`config.mk`:
```
export PLATFORM = sky130hd
export DESIGN_NAME = turning_point_detector
export DESIGN_NICKNAME = d
export VERILOG_FILES = /design/src/rtl/core/tpd_pkg.sv /design/src/rtl/core/tpd_outq.sv /design/src/rtl/core/turning_point_detector.sv
export SDC_FILE = /design/constraint.sdc
export NUM_CORES = 1
export LEC_CHECK = 0
export BUFFER_PORTS_ARGS = -buffer_cell sky130_fd_sc_hd__buf_2
export CAP_MARGIN = 10
export CORE_UTILIZATION = 45
export CTS_BUF_LIST = sky130_fd_sc_hd__clkbuf_16
export DETAILED_ROUTE_END_ITERATION = 16
export GPL_ROUTABILITY_DRIVEN = 1
export SYNTH_ARGS = -nofsm -noshare
export SYNTH_HDL_FRONTEND = slang
export SYNTH_HIERARCHICAL = 1
export SYNTH_SLANG_ARGS = --single-unit
```
`constraint.sdc`:
```
create_clock -name clk -period 10.9 [get_ports clk]
set_clock_uncertainty 0.1 [all_clocks]
set_input_delay 2.725 -clock clk [delete_from_list [all_inputs] [get_ports clk]]
set_output_delay 2.725 -clock clk [all_outputs]
set_load 0.01 [all_outputs]
```
`src/rtl/core/tpd_pkg.sv`:
```
// Shared types and constants of the turning point detector.
package tpd_pkg;

  localparam int MAX_SAMPLES = 65536;
  localparam int IDX_W       = 16;
  localparam int VAL_W       = 16;
  localparam int POS_W       = 32;

  // Saturation point of the sample index: the smaller of MAX_SAMPLES - 1 and the index range.
  localparam logic [IDX_W-1:0] IDX_LIMIT =
      (MAX_SAMPLES - 1 > (1 << IDX_W) - 1) ? IDX_W'((1 << IDX_W) - 1)
                                           : IDX_W'(MAX_SAMPLES - 1);

  // Output queue geometry.
  localparam int Q_DEPTH = 4;
  localparam int Q_PTR_W = $clog2(Q_DEPTH);
  localparam int Q_CNT_W = $clog2(Q_DEPTH + 1);

  // Configuration register indexes.
  localparam logic [7:0] REG_FILTER_ENABLE = 8'd0;
  localparam logic [7:0] REG_THRESHOLD     = 8'd1;

  // Result kinds.
  localparam logic KIND_MIN = 1'b0;
  localparam logic KIND_MAX = 1'b1;

  typedef struct packed {
    logic                    kind;
    logic [IDX_W-1:0]        index;
    logic signed [POS_W-1:0] pos;
    logic signed [VAL_W-1:0] value;
    logic                    last;
  } tpd_result_t;

  // Push request into the output queue: up to two records in one cycle.
  typedef struct packed {
    logic        push0;
    logic        push1;
    tpd_result_t rec0;
    tpd_result_t rec1;
  } tpd_push_t;

endpackage

```
`src/rtl/core/tpd_outq.sv`:
```
// Four-entry result queue with a dual write port and a single read port.
module tpd_outq
  import tpd_pkg::*;
(
  input  logic        clk,
  input  logic        rst_n,
  input  tpd_push_t   push,
  output logic        room_for_two,
  output logic        rd_valid,
  input  logic        rd_ready,
  output tpd_result_t rd_data
);

  tpd_result_t        mem_r [Q_DEPTH];
  logic [Q_PTR_W-1:0] wr_ptr_r, wr_ptr_nxt;
  logic [Q_PTR_W-1:0] rd_ptr_r, rd_ptr_nxt;
  logic [Q_CNT_W-1:0] count_r, count_nxt;
  logic               pop;
  logic [Q_CNT_W-1:0] n_push;

  assign pop          = rd_valid && rd_ready;
  assign n_push       = Q_CNT_W'(push.push0) + Q_CNT_W'(push.push1);
  assign rd_valid     = (count_r != '0);
  assign rd_data      = mem_r[rd_ptr_r];
  assign room_for_two = (count_r <= Q_CNT_W'(Q_DEPTH - 2));

  always_comb begin
    wr_ptr_nxt = wr_ptr_r + Q_PTR_W'(n_push);
    rd_ptr_nxt = rd_ptr_r + Q_PTR_W'(pop);
    count_nxt  = count_r + n_push - Q_CNT_W'(pop);
  end

  always_ff @(posedge clk) begin
    if (!rst_n) begin
      wr_ptr_r <= '0;
      rd_ptr_r <= '0;
      count_r  <= '0;
    end else begin
      wr_ptr_r <= wr_ptr_nxt;
      rd_ptr_r <= rd_ptr_nxt;
      count_r  <= count_nxt;
    end
  end

  always_ff @(posedge clk) begin
    if (push.push0) begin
      mem_r[wr_ptr_r] <= push.rec0;
    end
    if (push.push1) begin
      mem_r[wr_ptr_r + Q_PTR_W'(1)] <= push.rec1;
    end
  end

  a_no_overflow: assert property (@(posedge clk) disable iff (!rst_n)
    count_r <= Q_CNT_W'(Q_DEPTH))
    else $error("result queue overflow");

  a_second_needs_first: assert property (@(posedge clk) disable iff (!rst_n)
    push.push1 |-> push.push0)
    else $error("second record pushed without the first");

  a_pop_only: assert property (@(posedge clk) disable iff (!rst_n)
    (pop && !push.push0) |=> (count_r == $past(count_r) - Q_CNT_W'(1)))
    else $error("queue count did not drop on a lone read");

endmodule

```
`src/rtl/core/turning_point_detector.sv`:
```
// Top level of the turning point detector: sample tracking, filter and result queue.
// Results pass through the result queue registers before they are offered on the output.
// Throughput: one input beat per cycle; the third sample of a sequence may yield two
//   result beats, which the four-entry result queue absorbs, so input only pauses
//   when the queue holds more than two undelivered results.
// Reset: synchronous active-low rst_n clears the sequence state, both registers and the queue.
module turning_point_detector
  import tpd_pkg::*;
(
  input  logic        clk,
  input  logic        rst_n,
  // Input stream.
  input  logic        in_tvalid,
  output logic        in_tready,
  input  logic [47:0] in_tdata,   // [31:0] pos_x, [47:32] sample
  input  logic [0:0]  in_tuser,   // [0] start_req
  // Result stream.
  output logic        out_tvalid,
  input  logic        out_tready,
  output logic [63:0] out_tdata,  // [15:0] index, [47:16] pos_x_out, [63:48] value_out
  output logic [0:0]  out_tuser,  // [0] kind
  output logic        out_tlast,
  // Configuration write channel.
  input  logic        cfg_valid,
  output logic        cfg_ready,
  input  logic [7:0]  cfg_index,
  input  logic [15:0] cfg_data
);

  // Configuration registers.
  logic                    filter_en_r;
  logic signed [VAL_W-1:0] threshold_r;

  // Sequence state.
  logic                    in_seq_r,     in_seq_nxt;
  logic signed [VAL_W-1:0] prev_r,       prev_nxt;
  logic                    falling_r,    falling_nxt;
  logic [IDX_W-1:0]        cnt_r,        cnt_nxt;
  logic                    held_valid_r, held_valid_nxt;
  logic                    held_kind_r,  held_kind_nxt;
  logic signed [POS_W-1:0] held_pos_r,   held_pos_nxt;
  logic signed [VAL_W-1:0] held_val_r,   held_val_nxt;

  logic                    acc;
  logic                    start;
  logic                    active;
  logic signed [POS_W-1:0] pos;
  logic signed [VAL_W-1:0] val;
  logic [IDX_W-1:0]        idx_inc;
  logic                    rising;
  logic                    dropping;
  logic                    found;
  logic                    kind;
  logic                    hold_case;
  logic                    emit_held;
  logic                    emit_new;
  tpd_push_t               push;
  tpd_result_t             rd_rec;
  logic                    room_for_two;

  assign cfg_ready = 1'b1;

  always_ff @(posedge clk) begin
    if (!rst_n) begin
      filter_en_r <= 1'b0;
      threshold_r <= '0;
    end else if (cfg_valid) begin
      case (cfg_index)
        REG_FILTER_ENABLE: filter_en_r <= cfg_data[0];
        REG_THRESHOLD:     threshold_r <= cfg_data;
        default:           ;
      endcase
    end
  end

  // The input side only waits on queue space, never on the result side directly.
  assign in_tready = room_for_two;
  assign acc       = in_tvalid && in_tready;
  assign start     = in_tuser[0];
  assign pos       = in_tdata[31:0];
  assign val       = in_tdata[47:32];
  assign active    = acc && !start && in_seq_r;

  // The index saturates, but later samples are still examined.
  assign idx_inc   = (cnt_r != IDX_LIMIT) ? cnt_r + IDX_W'(1) : cnt_r;
  assign rising    = (val > prev_r);
  assign dropping  = (val < prev_r);
  assign kind      = dropping ? KIND_MAX : KIND_MIN;

  // A rise after a fall is a minimum and a fall after a rise a maximum; the filter
  // uses the register values of the moment the extremum is found.
  assign found = ((rising && falling_r) || (dropping && !falling_r)) &&
                 (!filter_en_r || (val > threshold_r));

  // At the second sample an extremum is only held; it comes out with the third.
  assign hold_case = (idx_inc == IDX_W'(1));
  assign emit_held = active && !hold_case && held_valid_r;
  assign emit_new  = active && !hold_case && found;

  always_comb begin
    push            = '0;
    push.rec0.kind  = emit_held ? held_kind_r : kind;
    push.rec0.index = emit_held ? IDX_W'(1) : idx_inc;
    push.rec0.pos   = emit_held ? held_pos_r : pos;
    push.rec0.value = emit_held ? held_val_r : val;
    push.rec0.last  = !(emit_held && emit_new);
    push.rec1.kind  = kind;
    push.rec1.index = idx_inc;
    push.rec1.pos   = pos;
    push.rec1.value = val;
    push.rec1.last  = 1'b1;
    push.push0      = emit_held || emit_new;
    push.push1      = emit_held && emit_new;
  end

  always_comb begin
    in_seq_nxt     = in_seq_r;
    prev_nxt       = prev_r;
    falling_nxt    = falling_r;
    cnt_nxt        = cnt_r;
    held_valid_nxt = held_valid_r;
    held_kind_nxt  = held_kind_r;
    held_pos_nxt   = held_pos_r;
    held_val_nxt   = held_val_r;
    if (acc && start) begin
      // A new sequence drops anything held and restarts at index 0, ascending.
      in_seq_nxt     = 1'b1;
      prev_nxt       = val;
      falling_nxt    = 1'b0;
      cnt_nxt        = '0;
      held_valid_nxt = 1'b0;
    end else if (active) begin
      cnt_nxt  = idx_inc;
      prev_nxt = val;
      // A flat step keeps the direction.
      if (rising) begin
        falling_nxt = 1'b0;
      end else if (dropping) begin
        falling_nxt = 1'b1;
      end
      if (hold_case) begin
        if (found) begin
          held_valid_nxt = 1'b1;
          held_kind_nxt  = kind;
          held_pos_nxt   = pos;
          held_val_nxt   = val;
        end
      end else begin
        held_valid_nxt = 1'b0;
      end
    end
  end

  always_ff @(posedge clk) begin
    if (!rst_n) begin
      in_seq_r     <= 1'b0;
      prev_r       <= '0;
      falling_r    <= 1'b0;
      cnt_r        <= '0;
      held_valid_r <= 1'b0;
      held_kind_r  <= 1'b0;
      held_pos_r   <= '0;
      held_val_r   <= '0;
    end else begin
      in_seq_r     <= in_seq_nxt;
      prev_r       <= prev_nxt;
      falling_r    <= falling_nxt;
      cnt_r        <= cnt_nxt;
      held_valid_r <= held_valid_nxt;
      held_kind_r  <= held_kind_nxt;
      held_pos_r   <= held_pos_nxt;
      held_val_r   <= held_val_nxt;
    end
  end

  tpd_outq u_outq (
    .clk          (clk),
    .rst_n        (rst_n),
    .push         (push),
    .room_for_two (room_for_two),
    .rd_valid     (out_tvalid),
    .rd_ready     (out_tready),
    .rd_data      (rd_rec)
  );

  assign out_tdata = {rd_rec.value, rd_rec.pos, rd_rec.index};
  assign out_tuser = rd_rec.kind;
  assign out_tlast = rd_rec.last;

  a_held_in_seq: assert property (@(posedge clk) disable iff (!rst_n)
    held_valid_r |-> in_seq_r)
    else $error("extremum held outside a sequence");

  a_pair_at_third: assert property (@(posedge clk) disable iff (!rst_n)
    push.push1 |-> (cnt_nxt == IDX_W'(2)))
    else $error("two results from a sample other than the third");

  a_start_quiet: assert property (@(posedge clk) disable iff (!rst_n)
    (acc && start) |-> !push.push0)
    else $error("sequence start produced a result");

endmodule
```
==> summary.md, run 1 <==
| Metric | Value |
|---|---|
| Pre-antenna DRT Iters | 5 |
| Placement Rows | 75 |
| Tot GR Track Use | 21.0% |
| CTS H-tree depth | 2 |
| Vias/cell | 5.57 |
| Share of cells above drive strength 1 | 37.0% |
| Max Slew Vio Count | 0 |
| CP Launch Type | primary input |
| Area of the core | 42,000 µm² |
| Root Buffer | clkbuf_16 |
| Netlist cell types | 61 |
| Final non-filler cell area | 21,600 µm² |
| Hold Path Class | flip-flop to flip-flop |
| Seq cells post-synth | 372 |
| Gate count of the mapped netlist | 1,401 |
| Post-synth EDFFs | 264 |
| P per Cell Area | 160 nW/µm² |
| CP bufs+invs | 2 |
| # setup viols final | 0 |
| Delay-heaviest family, CP | simple AND/OR/NAND/NOR gates |
| Die H | 209 µm |
| Starting density of the core | 45.7% |
| RSZ-0062 raised after global routing | no |
| M1 WL | 21.1 mm |
| Max incr delay on CP | 0.83 ns |
| Worst path slowest cell | nor2b_4 |
| Setup crit start | in_tdata[37] |
| Total CTS buffers | 43 |
| Resize count post-CTS | 0 |
| Clock latency on the worst-skew pair | 0.56 ns |
| DR iter-0 viols | 603 |
| Async S/R FF share, synth | 0% |
| Drt wl/cell | 21.8 µm |
| CTS tree | yes |
| Fin nets | 1,641 |
| Hold WS | 0.353 ns |
| Power Total | 3.45 mW |
| Hold Violations, Final | 0 |
| Via count | 11,658 |
| DP Area | 20,400 µm² |
| Synth cell count leaders | 277 x mux2_2, 264 x edfxtp_1, 164 x nand2_1 |
| Met2 Wirelength | 21.2 mm |
| Final Cycle Share | 67.1% |
| DR DRC count | 0 |
| Worst path cell trace | buf_2 > ha_1 > a21oi_1 > o21ai_0 > a221o_1 > nor3_1 > mux2i_1 > a21oi_1 > nor2b_1 > mux2i_1 > nor2b_4 > buf_4 |
| Final Wtd Congestion | 0.827 |
| Post-DRT Antenna Nets | 0 |
| Synth warnings | 6 |
| # hold bufs at CTS | 0 |
| Top sig layer | met4 |
| Antenna violations before repair | 1 |
| Number of global-route vias before repair | 11,936 |
| Setup CP Type | primary input to flip-flop |
| Post-synthesis sequential area ratio | 52.5% |
| Max-capacitance violation count | 0 |
| Final WL | 45.7 mm |
| Met3 wire len | 2.21 mm |
| Top FF cell, synth | edfxtp_1 |
| I/O pin total | 147 |
| Worst R2R Setup Slack | 5.40 ns |
| Worst slew margin relative to its limit | 23.3% |
| Worst setup EP type | flip-flop |
| Slack of the critical path | 3.59 ns |
| Top-count cell post-synth | mux2_2 |
| Top-area cell type share of the netlist area | 41.3% |
| Postcts setup bufs | 0 |
| Crit path max fanout | 42 |
| Pre-CTS setup slack | 2.97 ns |
| Post-synth top area cell | edfxtp_1 |
| Die area | 43,500 µm² |
| First-pass GRT wire length | 70.1 mm |
| Fin crit period | 7.31 ns |
| Pin count of the biggest net entering global routing | 91 |
| Main area contributors after synthesis | edfxtp_1 41%, mux2_2 16%, dfxtp_1 11% |
| Synth Cell Area | 19,200 µm² |
| Setup TNS | 0 ns |
| P&R area growth vs syn | 12.4% |
| Die Width | 209 µm |
| Clock-pin slew on the worst setup and hold paths | 0.06 ns |
| CP required | 10.98 ns |
| Outcome | completed |
| Slew @ Worst Pin | 1.15 ns |
| CTS Buffer Depth | 3 |
| Hpwl dp | 26.1 mm |
| Mean Syn Cell Area | 13.7 µm² |
| Min-delay src | held_pos_r[21] |
| Peak supply drop | 0.107 mV |
| LEAKAGE | 7.68 nW |
| Clk sinks | 372 |
| Grt total ovfl | 0 |
| F_max | 137 MHz |
| Worst r2r src | cnt_r[0] |
| Arr. time, crit path | 7.39 ns |
| IO Port Bufs | 145 |
==> path summary, 6_finish.rpt <==
| check | end | cells past startpoint |
|---|---|---|
| max | u_outq/mem_r[3][30] | 12 |
| min | held_pos_r[21] | 2 |
| max reg2reg | u_outq/mem_r[3][30] | 11 |
| min reg2reg | held_pos_r[21] | 2 |
==> sequential cells by signal, summed over array words and instances, names as in the netlist <==
name	count
u_outq/rd_ptr_r	2
u_outq/mem_r	264
u_outq/wr_ptr_r	2
filter_en_r	1
held_pos_r	32
threshold_r	16
held_val_r	16
cnt_r	16
prev_r	16
in_seq_r	1
held_kind_r	1
held_valid_r	1
u_outq/count_r	3
falling_r	1
==> metal layers <==
| metal | vias up | GRT usage, % |
|---|---|---|
| met4 | 0 | 6.92 |
| met5 | - | 0 |
| met1 | 5794 | 29.1 |
| li1 | 5502 | - |
| met2 | 295 | 33.9 |
| met3 | 67 | 3.37 |
==> metrics by stage <==
| stage | std cells | util, % |
|---|---|---|
| after detailed placement | 2017 | 48.5 |
| after CTS | 2093 | 51.4 |
| after global routing | 2094 | 51.4 |
| after floorplan | 1405 | - |
| after global placement | 2017 | 48.5 |
| final | 2094 | 51.4 |
==> cells by family (layout without fill, tap and decap cells) <==
logic type,Yosys count,after routing,synth area share [%]
AOI/OAI and AO/OA,82,82,3.02
xor gates and xnor gates,16,16,0.873
adders and majority gates,40,40,2.65
buffers and inverters,137,286,3.30
DFF,372,372,52.5
muxes,452,452,29.9
other,1,6,0.0195
and+or+nand+nor,301,301,7.69
==> power breakdown <==
part	switching (mW)	internal (mW)
clock network	0.558	0.709
registers	0.0508	1.53
logic	0.298	0.304
total	0.908	2.54
==> cell type report <==
type | count | area (µm²)
Antenna cell | 1 | 2.50
Timing Repair Buffer | 164 | 871
Clock inverter | 33 | 134
Clock buffer | 43 | 1080
Fill cell | 3647 | 20400
Tap cell | 539 | 674
Sequential cell | 372 | 10100
Inverter | 46 | 173
Multi-Input combinational cell | 896 | 8570
==> cells in the final DEF, fill, tap and decap left out, types with 5 or more instances in the layout <==
cell type,n
dfxtp_1,106
clkbuf_16,43
mux2i_1,71
xor2_1,7
ha_1,39
xnor2_1,7
a21oi_1,25
nand2_1,164
buf_4,20
buf_2,144
nor3_1,6
nor2b_1,25
a31oi_1,6
nor2_1,25
nand4_1,15
conb_1,5
mux2_2,277
and2_1,17
nand3_1,13
mux4_2,66
a21boi_0,17
inv_1,63
clkinv_1,11
o21ai_0,6
mux2_1,38
edfxtp_1,264
==> worst min-delay path: cells and delay by family, from the launching register on <==
family           cells  cell delay, ns
flip-flops           1            0.31
multiplexers         1            0.05
AND/OR/NAND/NOR      1            0.05
Power figures use the tool's default switching activity.
==> run 2, diff against run 1 <==
==> constraint.sdc (replaced) <==
create_clock -name clk -period 7.5 [get_ports clk]
set_clock_uncertainty 0.1 [all_clocks]
set_input_delay 1.875 -clock clk [delete_from_list [all_inputs] [get_ports clk]]
set_output_delay 1.875 -clock clk [all_outputs]
set_load 0.01 [all_outputs]
==> run 2 against run 1 <==
Register-to-register slack got worse by 3.2 ns. Design area rose by 1.2%. Sequential power rose by 44%. Core utilization rose by 0.60 points. Via count fell by 0.50%. Hold slack got worse by 0.0045 ns. Setup slack got worse by 1.9 ns.
==> summary.md, run 2 (synthesis gave the netlist of run 1 again) <==
| Metric | Value |
|---|---|
| Outcome | completed |
| Via count | 11,600 (-0.50%) |
| I/O pin total | 147 (unchanged) |
| P&R area growth vs syn | 13.8% |
| Die area | 43,500 µm² (unchanged) |
| Clk sinks | 372 (unchanged) |
| Setup TNS | 0 ns (unchanged) |
| Max Slew Vio Count | 0 (unchanged) |
| Root Buffer | clkbuf_16 |
| Post-DRT Antenna Nets | 0 (unchanged) |
| Max incr delay on CP | 0.51 ns (-0.32 ns) |
| IO Port Bufs | 145 (unchanged) |
| Hpwl dp | 26.8 mm (+2.6%) |
| Crit path top cell by count | ha_1 |
| Number of global-route vias before repair | 12,153 (+1.8%) |
| Final Non-Filler Cells | 2,099 (+0.24%) |
| P per Cell Area | 239 nW/µm² (+49%) |
| Pin count of the biggest net entering global routing | 79 (-13%) |
| Clock latency on the worst-skew pair | 0.57 ns (about the same) |
| Starting density of the core | 45.7% (unchanged) |
| Worst setup EP type | flip-flop |
| Hold Path Class | flip-flop to flip-flop |
| Clock-pin slew on the worst setup and hold paths | 0.06 ns (about the same) |
| LEAKAGE | 7.79 nW (+1.4%) |
| Peak supply drop | 0.129 mV (+21%) |
| First-pass GRT wire length | 71.1 mm (+1.5%) |
| CTS H-tree depth | 2 (unchanged) |
| Most common cell after layout, fill and taps aside | mux2_2 |
| Pre-antenna DRT Iters | 5 (unchanged) |
| CTS Buffer Depth | 3 (unchanged) |
| Pre-CTS setup slack | 1.14 ns (-1.83 ns) |
| Die H | 209 µm (unchanged) |
| Fin crit period | 5.78 ns |
| F_max | 173 MHz |
| Final Cycle Share | 77.1% |
| M1 WL | 21.2 mm (+0.30%) |
| Met3 wire len | 1.70 mm (-23%) |
| Largest register FFs | 264 (unchanged) |
| Slack of the critical path | 1.72 ns (-1.87 ns) |
| Vias/cell | 5.53 (-0.73%) |
| DR iter-0 viols | 528 (-12%) |
| CTS tree | yes |
| Max-capacitance violation count | 0 (unchanged) |
| Resize count post-CTS | 0 (unchanged) |
| Biggest regs | u_outq/mem_r (264), held_pos_r (32) |
| Placement Rows | 75 (unchanged) |
| CP required | 7.85 ns (-3.13 ns) |
| Worst path cell trace | buf_2 > ha_1 > nand4_1 > nor2_1 > a221o_1 > nor3_1 > mux2i_1 > a21oi_1 > nor2b_1 > ha_1 > inv_1 > ha_1 > inv_1 > ha_1 > inv_1 > fa_1 > xnor3_1 > and2_1 |
| # setup viols final | 0 (unchanged) |
| Power Total | 5.22 mW (+51%) |
| Delay-heaviest family, CP | adder cells |
| Hold WS | 0.349 ns (-0.00449 ns) |
| Share of cells above drive strength 1 | 37.9% (+0.95 points) |
| Die Width | 209 µm (unchanged) |
| # hold bufs at CTS | 0 (unchanged) |
| Hold Violations, Final | 0 (unchanged) |
| Top reg by flops | u_outq/mem_r |
| Area of the core | 42,000 µm² (unchanged) |
| Drt wl/cell | 21.7 µm (-0.30%) |
| Fin nets | 1,643 (+0.12%) |
| Worst slew margin relative to its limit | 23.2% (-0.049 points) |
| CP Launch Type | primary input |
| Total CTS buffers | 43 (unchanged) |
| Postcts setup bufs | 0 (unchanged) |
| DP Cell Count | 2,019 (+0.099%) |
| Slew @ Worst Pin | 1.15 ns (+0.000845 ns) |
| Grt total ovfl | 0 (unchanged) |
| Antenna violations before repair | 0 (-1) |
| Filler instances | 3,607 (-1.1%) |
| Most frequent cells in the layout | 277 x mux2_2, 264 x edfxtp_1, 164 x nand2_1 |
| Final Wtd Congestion | 0.832 (+0.64%) |
| DR DRC count | 0 (unchanged) |
| CP bufs+invs | 4 (+2) |
| Final WL | 45.6 mm (about the same) |
| Worst path slowest cell | nor2b_1 |
| Tot GR Track Use | 21.4% (+0.31 points) |
| Met2 Wirelength | 21.9 mm (+3.3%) |
| Top sig layer | met4 |
| Crit path max fanout | 9 (-79%) |
| Setup CP Type | primary input to flip-flop |
| Arr. time, crit path | 6.13 ns (-1.26 ns) |
| # diodes | 0 (-1) |
| RSZ-0062 raised after global routing | no |
==> run 2: tightest hold or removal path: stages, from the launching register on <==
cell and delay [ns]:
dfxtp_1 0.30, nand2_1 0.05, mux2i_1 0.05
==> run 2: worst paths after layout <==
| check | endpoint | from | slack [ns] | cells after the start |
|---|---|---|---|---|
| hold reg to reg | held_val_r[14] | held_val_r[14] | 0.35 | 2 |
| setup / recovery | u_outq/count_r[2] | in_tdata[47] | 1.72 | 18 |
| setup reg to reg | u_outq/count_r[2] | cnt_r[0] | 2.18 | 17 |
| hold / removal | held_val_r[14] | held_val_r[14] | 0.35 | 2 |
==> run 2: area by class of cell <==
cell class / instances / area [µm²] / area share (%)
tap: 539 / 674 / 3.09
clock buffer: 45 / 1130 / 5.15
clock inverter: 35 / 249 / 1.14
multi-input combinational: 896 / 8570 / 39.2
timing repair buffer: 166 / 961 / 4.40
sequential: 372 / 10100 / 46.2
inverter: 46 / 173 / 0.790
==> run 2: report_power, final <==
group	internal (mW)	leakage, nW	switching (mW)
Clock	1.19	0.732	0.842
Combinational	0.447	3.81	0.462
Sequential	2.22	3.25	0.0500
==> run 2: stage by stage <==
step / utilization [%] / instance area [µm²]
final: 52.0 / 21800
after global routing: 52.0 / 21800
after CTS: 52.0 / 21800
after detailed placement: 48.7 / 20500
after global placement: 48.7 / 20500
after floorplan: - / 19200
==> run 2: routing by layer <==
| metal | global-route usage (%) | vias up |
|---|---|---|
| li1 | - | 5518 |
| met1 | 29.2 | 5786 |
| met2 | 35.4 | 241 |
| met3 | 3.20 | 55 |
| met4 | 6.01 | 0 |
| met5 | 0 | - |
==> run 3, diff against run 2 <==
==> constraint.sdc (replaced) <==
create_clock -name clk -period 4.97 [get_ports clk]
set_clock_uncertainty 0.1 [all_clocks]
set_input_delay 1.2425 -clock clk [delete_from_list [all_inputs] [get_ports clk]]
set_output_delay 1.2425 -clock clk [all_outputs]
set_load 0.01 [all_outputs]
==> run 3 against run 2 <==
Critical path type unchanged. Largest cell class unchanged. Hold slack improved by 0.0041 ns. Design area increased by 2.7%. Final cell count increased by 2.4%. First-iteration DRC count increased by 30%. Setup slack got worse by 1.4 ns. Register-to-register slack got worse by 1.7 ns. Clock-buffer cell count increased by 1. Critical path depth unchanged.
==> summary.md, run 3 (synthesis gave the netlist of run 1 again) <==
| Metric | Value |
|---|---|
| Outcome | completed |
| Biggest regs | u_outq/mem_r (264), held_pos_r (32) |
| Hold WS | 0.353 ns (+0.00405 ns) |
| Top reg by flops | u_outq/mem_r |
| Hold Violations, Final | 0 (unchanged) |
| Largest register FFs | 264 (unchanged) |
| Slew @ Worst Pin | 0.980 ns (-0.167 ns) |
| Clk sinks | 372 (unchanged) |
| Vias/cell | 5.55 (+0.42%) |
| Share of cells above drive strength 1 | 39.6% (+1.7 points) |
| Most common cell after layout, fill and taps aside | mux2_2 |
| Reg2reg path depth | 17 (unchanged) |
| I/O pin total | 147 (unchanged) |
| Post-DRT Antenna Nets | 0 (unchanged) |
| Final non-filler cell area | 22,400 µm² (+2.7%) |
| Grt total ovfl | 0 (unchanged) |
| Worst path slowest cell | or4b_1 |
| Setup CP Type | primary input to flip-flop |
| Fin crit period | 4.63 ns |
| CTS H-tree depth | 2 (unchanged) |
| Postcts setup bufs | 0 (unchanged) |
| RSZ-0062 raised after global routing | no |
| Worst R2R End | u_outq/count_r[2] |
| Drt wl/cell | 21.3 µm (-1.8%) |
| Antenna violations before repair | 0 (unchanged) |
| CTS Buffer Depth | 3 (unchanged) |
| Root Buffer | clkbuf_16 |
| Die area | 43,500 µm² (unchanged) |
| Hpwl dp | 28.4 mm (+5.9%) |
| Pre-antenna DRT Iters | 5 (unchanged) |
| CP Launch Type | primary input |
| Most frequent cells in the layout | 277 x mux2_2, 264 x edfxtp_1, 164 x nand2_1 |
| Crit path top cell by count | ha_1 |
| Hold Path Class | flip-flop to flip-flop |
| Clock latency on the worst-skew pair | 0.57 ns (about the same) |
| Utilization after layout | 53.4% (+1.4 points) |
| P per Cell Area | 351 nW/µm² (+47%) |
| P&R area growth vs syn | 16.8% |
| IO Port Bufs | 145 (unchanged) |
| Worst r2r src | cnt_r[1] |
| Via count | 11,926 (+2.8%) |
| Die H | 209 µm (unchanged) |
| CTS tree | yes |
| Peak supply drop | 0.266 mV (+110%) |
| Arr. time, crit path | 4.97 ns (-1.16 ns) |
| First-pass GRT wire length | 72.1 mm (+1.4%) |
| Worst slew margin relative to its limit | 34.5% (+11 points) |
| Starting density of the core | 45.7% (unchanged) |
| Final Cycle Share | 93.1% |
| DP Cell Count | 2,067 (+2.4%) |
| DP Area | 21,100 µm² (+2.9%) |
| Worst R2R Setup Slack | 0.44 ns (-1.74 ns) |
| Crit path max fanout | 3 (-6) |
| F_max | 216 MHz |
| Final WL | 45.9 mm (+0.50%) |
| Worst Hold Depth | 2 (unchanged) |
| # diodes | 0 (unchanged) |
| Tot GR Track Use | 21.5% (+0.16 points) |
| Final Non-Filler Cells | 2,149 (+2.4%) |
| Area of the core | 42,000 µm² (unchanged) |
| Max Slew Vio Count | 0 (unchanged) |
| WHS Endpoint | held_pos_r[9] |
| Fin nets | 1,692 (+3.0%) |
| Pin count of the biggest net entering global routing | 85 (+7.6%) |
| CP required | 5.31 ns (-2.54 ns) |
| Max-capacitance violation count | 0 (unchanged) |
| Clock-pin slew on the worst setup and hold paths | 0.06 ns (about the same) |
| Placement Rows | 75 (unchanged) |
| Final Wtd Congestion | 0.844 (+1.4%) |
| # hold bufs at CTS | 0 (unchanged) |
| Total CTS buffers | 44 (+2.3%) |
| Resize count post-CTS | 0 (unchanged) |
| Min-delay src | held_pos_r[9] |
| Number of global-route vias before repair | 12,504 (+2.9%) |
| Max incr delay on CP | 0.47 ns (-0.04 ns) |
| # setup viols final | 0 (unchanged) |
| LEAKAGE | 8.09 nW (+3.9%) |
| Die Width | 209 µm (unchanged) |
| Worst setup EP type | flip-flop |
| DR iter-0 viols | 689 (+30%) |
| DR DRC count | 0 (unchanged) |
| Worst path cell trace | buf_2 > ha_1 > a21oi_1 > nor2b_1 > or4b_1 > or4_1 > a31oi_1 > a21oi_1 > o211a_1 > ha_1 > inv_1 > ha_1 > inv_1 > ha_1 > inv_1 > fa_1 > xnor3_1 > and2_1 |
-- run 3: changes by cell type in the layout (fill, tap and decap cells not counted), moves of 2 or more --
cell	change
clkinv_1	+8
buf_12	+19
buf_4	+29
clkinvlp_4	-2
-- run 3: cell type report --
class / count / area [µm²]
multi-input combinational: 896 / 8580
tap: 539 / 674
inverter: 46 / 173
fill: 3544 / 19600
timing repair buffer: 214 / 1560
clock inverter: 36 / 208
sequential: 372 / 10100
clock buffer: 46 / 1150
-- run 3: worst max-delay path, delay by kind of cell --
family | cells | cell delay [ns]
buffers and inverters | 4 | 0.26
AND/OR/NAND/NOR | 4 | 1.10
adder cells (fa/ha/maj) | 5 | 1.36
XOR/XNOR | 1 | 0.17
AO/OA/AOI/OAI | 4 | 0.84
-- run 3: power by group --
group,total [mW],switching [mW],leakage [nW],internal (mW)
combinational,1.38,0.670,4.12,0.711
sequential,3.46,0.104,3.25,3.36
clock,3.04,1.27,0.722,1.77
-- run 3: worst max path at each step --
stage,from,end,slack (ns),cells past startpoint
after detailed placement,in_tdata[45],u_outq/count_r[2],-0.23,18
after CTS,cnt_r[1],u_outq/count_r[2],0.34,17
after global placement,in_tdata[45],u_outq/count_r[2],-0.16,18
after global routing,cnt_r[1],u_outq/count_r[2],0.03,17
after floorplan,in_tdata[45],u_outq/count_r[2],0.05,17
final,in_tdata[45],u_outq/count_r[2],0.34,18
-- run 3: per-stage QoR --
step / worst slack (ns) / TNS, ns / power [mW]
after global placement: -0.161 / -0.161 / 4.93
after CTS: 0.340 / 0 / 8.00
after detailed placement: -0.235 / -0.309 / 4.94
after global routing: 0.0330 / 0 / 8.22
final: 0.343 / 0 / 7.88
after floorplan: 0.0496 / 0 / 4.40
-- run 3: per-layer routing --
layer,up-vias,wire length [µm],GRT usage [%]
met5,-,0,0
met4,0,1200,7.40
met3,66,1960,3.41
met2,275,21700,35.1
met1,5965,21000,29.3
li1,5620,-,-
